**src/hdl/ptom_pkg.sv**
```systemverilog
// ---------------------------------------------------------------------------
// ptom_pkg
// Shared types and constants of the order matcher.
// ---------------------------------------------------------------------------
package ptom_pkg;

    localparam int LIVE_ORDERS_DEF = 32;
    localparam int PRICE_LEVELS    = 65536;
    localparam int SLOT_W          = 6;     // slot index and age rank

    localparam logic [2:0] KIND_FILL      = 3'd0;
    localparam logic [2:0] KIND_ACCEPTED  = 3'd1;
    localparam logic [2:0] KIND_CANCELLED = 3'd2;
    localparam logic [2:0] KIND_MISS      = 3'd3;
    localparam logic [2:0] KIND_REJECT    = 3'd4;

    localparam logic FUNC_LIMIT  = 1'b0;
    localparam logic FUNC_CANCEL = 1'b1;
    localparam logic SIDE_BID    = 1'b0;

    typedef enum logic [1:0] {
        CMD_NONE,
        CMD_TRIM,
        CMD_DROP,
        CMD_INSERT
    } cmd_op_t;

    typedef struct packed {
        cmd_op_t           op;
        logic [SLOT_W-1:0] idx;
        logic [SLOT_W-1:0] rank;
        logic [31:0]       amt;     // trim amount or new size
        logic [31:0]       id;
        logic [15:0]       trader;
        logic [15:0]       price;
        logic              side;
    } cmd_t;

    typedef struct packed {
        logic        side;
        logic [15:0] price;
        logic [31:0] cid;
    } qry_t;

    // running result handed along the chain
    typedef struct packed {
        logic              hit;
        logic [SLOT_W-1:0] hit_idx;
        logic [SLOT_W-1:0] hit_rank;
        logic [15:0]       hit_price;
        logic [31:0]       hit_size;
        logic [31:0]       hit_id;
        logic [15:0]       hit_trader;
        logic              cxl_hit;
        logic [SLOT_W-1:0] cxl_idx;
        logic [SLOT_W-1:0] cxl_rank;
        logic              conflict;
        logic              free_hit;
        logic [SLOT_W-1:0] free_idx;
    } cand_t;

endpackage

```
**src/hdl/ptom_cell.sv**
```systemverilog
// ---------------------------------------------------------------------------
// ptom_cell
// One order slot: holds a resting order and folds itself into the scan.
// ---------------------------------------------------------------------------
module ptom_cell
    import ptom_pkg::*;
#(
    parameter int CELL_IDX = 0
) (
    input  logic  aclk,
    input  logic  aresetn,
    input  qry_t  qry,
    input  cmd_t  cmd,
    input  cand_t cand_in,
    output cand_t cand_out
);

    localparam logic [SLOT_W-1:0] ME = SLOT_W'(CELL_IDX);

    logic              busy_reg;
    logic [SLOT_W-1:0] rank_reg;
    logic [31:0]       size_reg;
    logic [31:0]       id_reg;
    logic [15:0]       trader_reg;
    logic [15:0]       price_reg;
    logic              side_reg;
    cand_t             cand_reg;
    cand_t             cand_next;

    logic opp;
    logic crosses;
    logic better;

    assign opp     = busy_reg && (side_reg != qry.side);
    assign crosses = (qry.side == SIDE_BID) ? (price_reg <= qry.price)
                                            : (price_reg >= qry.price);
    // best price first, oldest (highest rank) within a level
    assign better = !cand_in.hit
        || ((qry.side == SIDE_BID) ? (price_reg < cand_in.hit_price)
                                   : (price_reg > cand_in.hit_price))
        || ((price_reg == cand_in.hit_price) && (rank_reg > cand_in.hit_rank));

    always_comb begin
        cand_next = cand_in;
        if (opp && crosses && better) begin
            cand_next.hit        = 1'b1;
            cand_next.hit_idx    = ME;
            cand_next.hit_rank   = rank_reg;
            cand_next.hit_price  = price_reg;
            cand_next.hit_size   = size_reg;
            cand_next.hit_id     = id_reg;
            cand_next.hit_trader = trader_reg;
        end
        if (busy_reg && (id_reg == qry.cid) && !cand_in.cxl_hit) begin
            cand_next.cxl_hit  = 1'b1;
            cand_next.cxl_idx  = ME;
            cand_next.cxl_rank = rank_reg;
        end
        if (opp && (price_reg == qry.price)) begin
            cand_next.conflict = 1'b1;
        end
        if (!busy_reg && !cand_in.free_hit) begin
            cand_next.free_hit = 1'b1;
            cand_next.free_idx = ME;
        end
    end

    // occupancy and age rank
    always_ff @(posedge aclk) begin
        if (!aresetn) begin
            busy_reg <= 1'b0;
            rank_reg <= '0;
        end else begin
            case (cmd.op)
                CMD_INSERT: begin
                    if (cmd.idx == ME) begin
                        busy_reg <= 1'b1;
                        rank_reg <= '0;
                    end else if (busy_reg) begin
                        rank_reg <= rank_reg + 1'b1;
                    end
                end
                CMD_DROP: begin
                    if (cmd.idx == ME) begin
                        busy_reg <= 1'b0;
                    end else if (busy_reg && (rank_reg > cmd.rank)) begin
                        rank_reg <= rank_reg - 1'b1;
                    end
                end
                default: begin
                end
            endcase
        end
    end

    always_ff @(posedge aclk) begin
        cand_reg <= cand_next;
        if ((cmd.op == CMD_INSERT) && (cmd.idx == ME)) begin
            size_reg   <= cmd.amt;
            id_reg     <= cmd.id;
            trader_reg <= cmd.trader;
            price_reg  <= cmd.price;
            side_reg   <= cmd.side;
        end else if ((cmd.op == CMD_TRIM) && (cmd.idx == ME)) begin
            size_reg <= size_reg - cmd.amt;
        end
    end

    assign cand_out = cand_reg;

endmodule

```
**config.mk**
```make
export PLATFORM = sky130hd
export DESIGN_NAME = ptom_cell
export DESIGN_NICKNAME = d
export VERILOG_FILES = /design/src/hdl/ptom_pkg.sv /design/src/hdl/ptom_cell.sv
export SDC_FILE = /design/constraint.sdc
export NUM_CORES = 1
export LEC_CHECK = 0
export BUFFER_PORTS_ARGS = -buffer_cell sky130_fd_sc_hd__buf_4
export CAP_MARGIN = 25
export CORE_ASPECT_RATIO = 0.75
export CORE_MARGIN = 2
export CORE_UTILIZATION = 45
export DETAILED_ROUTE_END_ITERATION = 6
export PLACE_DENSITY_LB_ADDON = 0.12
export SYNTH_ARGS = -nofsm -noshare
export SYNTH_HDL_FRONTEND = slang
export SYNTH_SLANG_ARGS = --single-unit
```
**constraint.sdc**
```tcl
create_clock -name aclk -period 2.8 [get_ports aclk]
set_clock_uncertainty 0.2 [all_clocks]
set_input_delay 0.14 -clock aclk [delete_from_list [all_inputs] [get_ports aclk]]
set_output_delay 0.14 -clock aclk [all_outputs]
set_load 0.005 [all_outputs]
```
# Word level (Yosys, flattened, before mapping)
# Index checks and enable logic that the tools add are counted.
# word_totals
ff_bits,234
input_bits,292
output_inout_bits,130
elab_cells,77
# op_classes
addsub,3
order_cmp,6
eq_ne,12
n_mux,14
reduce_logical,22
# op_table
operator,count
$mux 102,1
$mux 32,2
$eq 16x16->1,2
$eq 32x32->1,1
$sub 32x32->32,1
$mux 6,5
$ge 16x16->1,1
$gt 16x16->1,1
$le 16x16->1,1
$lt 16x16->1,1
$gt 6x6->1,2
$pmux 6 s2,1
$logic_and 1x1->1,11
$ne 2x2->1 const B,4
$add 6x1->6 const B,1
$logic_not 6->1,1
$sub 6x1->6 const B,1
$eq 2x2->1 const B,2
$logic_not 1->1,4
$mux 1,4
$reduce_and 4->1,1
$reduce_bool 2->1,2
$ne 3x3->1 const B,1
$reduce_and 3->1,1
other kinds (4),5

# Longest topological paths before layout
# logic_depth
depth_word,6
ltp_mapped,13
mapped_depth_nobuf,11

# Least setup slack after synthesis
# Ideal clock, no wire load.
# synth_timing
path_kind,input -> register
from,in cmd[106] (netlist bit)
to,"reg size_reg[3], data pin"
arrival_time_ns,2.408
setup_slack_ns,-0.111
cell_stages,7
path_cell_list,or4_1 nor3_4 nand3_2 inv_1 buf_4 buf_2 o21ai_0
# synth_between
elab_chain_cells,3
# synth_rtl
element,line,rtl
from (decl),ptom_cell.sv:13,"input cmd_t cmd,"
$logic_not 6->1,ptom_cell.sv:98,if ((cmd.op == CMD_INSERT) && (cmd.idx == ME)) begin
$logic_and 1x1->1,ptom_cell.sv:98,
$mux 32,ptom_cell.sv:98,
to (signal assigned),ptom_cell.sv:99,size_reg <= cmd.amt;
to (signal assigned),ptom_cell.sv:105,size_reg <= size_reg - cmd.amt;
to (decl),ptom_cell.sv:22,logic [31:0] size_reg;
# Every way passes these cells.
# A chain may end at the register's enable or synchronous reset.

==> impl_metrics.csv <==
group,metric,value,unit
worst_setup_path,r2r_cells,10,
final_layout,layout.cells.non_filler,2117,
final_layout,syn_to_final_growth,70.0,%
final_layout,nFillCells,1573,
final_layout,fin_nets,2126,
placement,gp_congestion,0.886,
synth,synth_cells,1010,
sta,grt_setup_unrepaired,"true",
worst_setup_path,critPathRequiredTime,3.01,ns
grt,grt_pass1_vias,11000,
synth,avgSynthCellArea,11.2,um^2
synth,netlist.area_leader.share,25.8,%
synth,synth_top_area_cell,"edfxtp_1",
clock_tree,clk_latency,0.53,ns
worst_setup_path,crit_fanout,20,
floorplanning,die_w,187,um
placement,place.detailed.hpwl,25.8,mm
grt,grt_usage,28.1,%
floorplanning,core,0.0248,mm^2
sta,worstMarginPinSlew,0.566,ns
floorplanning,die_h,141,um
clock_tree,cts_max_path_buffers,3,
grt,grt_pass1_wl,58.8,mm
worst_setup_path,path_class,"flop to flop",
final_layout,drive_above_1_share,39.2,%
power,clockPowerShare,39.6,%
sta,period_share,111,%
placement,io_buffers,421,
placement,place_area,0.0154,mm^2
clock_tree,h-tree-depth,1,
floorplanning,fp.dieArea,0.0264,mm^2
power,switching_share,23.1,%
final_layout,regArea,0.00566,mm^2
power,p_leak,8.63,nW
placement,post-place-cells,1818,
synth,synthTopCellsByArea,"edfxtp_1, dfxtp_1, mux2_2",
power,power.internal,0.00649,W
final_layout,largest_reg_flops,130,
clock_tree,cts.sinks,234,
job,max_cap_violations,0,
route,drt-total-wl,39.2,mm
sta,slew_headroom,61.7,%
placement,detailedPlace.worstSlack,-0.273,ns
grt,grt_max_degree,34,
synth,synth_edf_count,97,
route,first_pass_iters,5,
worst_setup_path,worstSetupEndpointType,"flop",
synth,synth.cell_area,0.0113,mm^2
floorplanning,num_io_pins,422,
worst_setup_path,worstPathArrival,3.32,ns
sta,finalMaxSlewViolations,0,
final_layout,multiInputGateArea,0.00559,mm^2
synth,synthArstFlopShare,0,%
route,postRouteAntennaNets,0,
route,wl_per_cell,18.5,um
power,finalPower,0.00845,W
power,power_frac_comb,16.6,%
clock_tree,clockRootBuffer,"clkbuf_16",
sta,setup_viol,106,
synth,ys_warn_count,0,
power,p_switching,0.00195,W
outcome,violations,"setup timing",
worst_setup_path,reg2reg_from,"price_reg[9]",
worst_setup_path,r2r_end,"cand_out[79]",
worst_setup_path,rrSetupSlack,-0.32,ns
clock_tree,cts_tree,"built",
sta,maxClockFrequency,0.321,GHz
synth,ys_types,70,
min_path,hold_class,"input pin to flop",
floorplanning,start_util,45.5,%
route,route.detailed.drc,0,
sta,finalHoldViolations,0,
route,vias_per_cell,5.00,
clock_tree,clkTransAtPathRegs,0.06,ns
sta,setup_ws,-0.316,ns
synth,syn_nets,1380,
worst_setup_path,cp-start-kind,"flop",
synth,dominantRegCellSynth,"dfxtp_1",
floorplanning,fp-row-count,50,
power,powerDensity,440,mW/mm^2
min_path,hold_start,"cmd[109]",
outcome,status,"complete, but fails checks",
final_layout,fin_area,0.0192,mm^2
synth,ys_seq_area_share,50.1,%
grt,grt-ovfl-total,0,
power,vdd_drop_max,0.000511,V
sta,period_needed,3.12,ns
route,route.vias.total,10600,
min_path,min_to,"rank_reg[0]",
grt,antenna_found_initial,4,
clock_tree,numCtsBuffers,25,
power,power_frac_seq,43.8,%
min_path,holdPathStages,4,
route,drtIter0Drc,522,
synth,ys_ff_latch,234,
==> cell type report <==
| cell class | instances | area share (%) |
|---|---|---|
| repair buffers | 747 | 33.3 |
| clock inverters | 10 | 0.535 |
| well taps | 338 | 2.20 |
| diodes | 4 | 0.0522 |
| inverters | 83 | 1.63 |
| clock buffers | 36 | 3.69 |
| multi-input cells | 665 | 29.1 |
| flip-flops and latches | 234 | 29.5 |
==> placed cells by master (no fill, tap or decap), types with 5 or more instances in the layout <==
cell             n
nand2_1         56
nor2_1          46
xnor2_1         43
o31ai_1          5
nor2b_1         20
o21ai_1          5
clkinv_2         7
xor2_1          13
nand2b_1         8
mux2_4          66
clkbuf_1         8
ha_1            72
ha_4             5
or3_1            6
clkbuf_16       27
a21o_1          14
mux2_2          37
buf_12          10
o21a_1           6
edfxtp_1        97
dlygate4sd3_1  235
and3_1           8
a21oi_1         71
buf_4          491
nand3_1         14
inv_1           82
nand4_1         20
and2_1          10
buf_6            8
dfxtp_1        137
nor3_1           6
o21ai_0         37
==> Yosys cell counts (7+ instances only) <==
library cell and n:
xor2_1 13, buf_4 10, nor2b_1 22, and2_1 10, clkbuf_1 12, mux2_2 93
a21oi_1 76, nand2b_1 8, and3_1 8, dfxtp_1 137, a211oi_1 7, a21o_1 14
nand3_1 14, nand4_1 20, nand2_1 56, inv_1 83, nor2_1 47, ha_1 77
mux2_4 10, edfxtp_1 97, xnor2_1 43, o21ai_0 40
==> worst max path at each step <==
stage                  startpoint             to  slack, ns  depth (start not counted)
floorplan           price_reg[11]  cand_out[119]      -0.01                         11
global placement    price_reg[11]   cand_out[71]      -0.22                         11
detailed placement  price_reg[11]   cand_out[82]      -0.27                         11
CTS                 price_reg[11]   cand_out[59]      -0.28                         11
global route        price_reg[11]   cand_out[79]      -0.42                         11
finish               price_reg[9]   cand_out[79]      -0.32                         10
==> metrics by stage <==
step / utilization (%) / hold WS (ns) / setup TNS (ns)
finish: 77.3 / 0.0678 / -25.83
global route: 77.3 / 0.0873 / -36.52
CTS: 75.7 / 0.0358 / -23.82
detailed placement: 62.2 / 0.119 / -21.90
global placement: 62.2 / 0.118 / -17.47
floorplan: - / 0.0389 / -0.0521
==> routing by layer <==
layer	global-route usage, %	wire [um]
met5	0	12
met2	48.9	19300
met4	10.4	1450
met1	34.3	16000
met3	6.07	2390
==> power by group through the flow <==
stage / Clock, W / Sequential (W) / Combinational, W
after floorplan: 0 / 0.00378 / 0.000406
after global placement: 0 / 0.00377 / 0.00102
after detailed placement: 0 / 0.00377 / 0.00104
after CTS: 0.00336 / 0.00370 / 0.00134
after global routing: 0.00354 / 0.00371 / 0.00151
final: 0.00334 / 0.00370 / 0.00140
==> worst max-delay path, cell delays in order, from the launching register on <==
cell	delay, ns
edfxtp_1	0.43
ha_1	0.32
a21oi_1	0.14
o21ai_1	0.12
a211oi_1	0.21
a211o_1	0.17
mux2_2	0.37
nor3b_4	0.28
buf_6	0.19
buf_12	0.19
mux2_2	0.36
==> timing repair <==
item | 4_1_cts | 5_1_grt
buffers inserted | 2 | 11
endpoints found under the setup margin | 110 | 125
hold buffers | 236 | 0
gates cloned | 0 | 1
pin swaps | 1 | 11
endpoints found under the hold margin | 234 | 0
resized for setup | 45 | 62
==> cells by family after synthesis <==
| kind of cell | count (synthesis) | share of synthesized area (%) |
|---|---|---|
| buffers and inverters | 111 | 4.37 |
| xor gates and xnor gates | 56 | 4.34 |
| AOI/OAI and AO/OA | 201 | 11.0 |
| and+or+nand+nor | 220 | 10.3 |
| DFF | 234 | 50.1 |
| muxes | 110 | 11.3 |
| adders and majority gates | 78 | 8.71 |
Power figures use the tool's default switching activity.
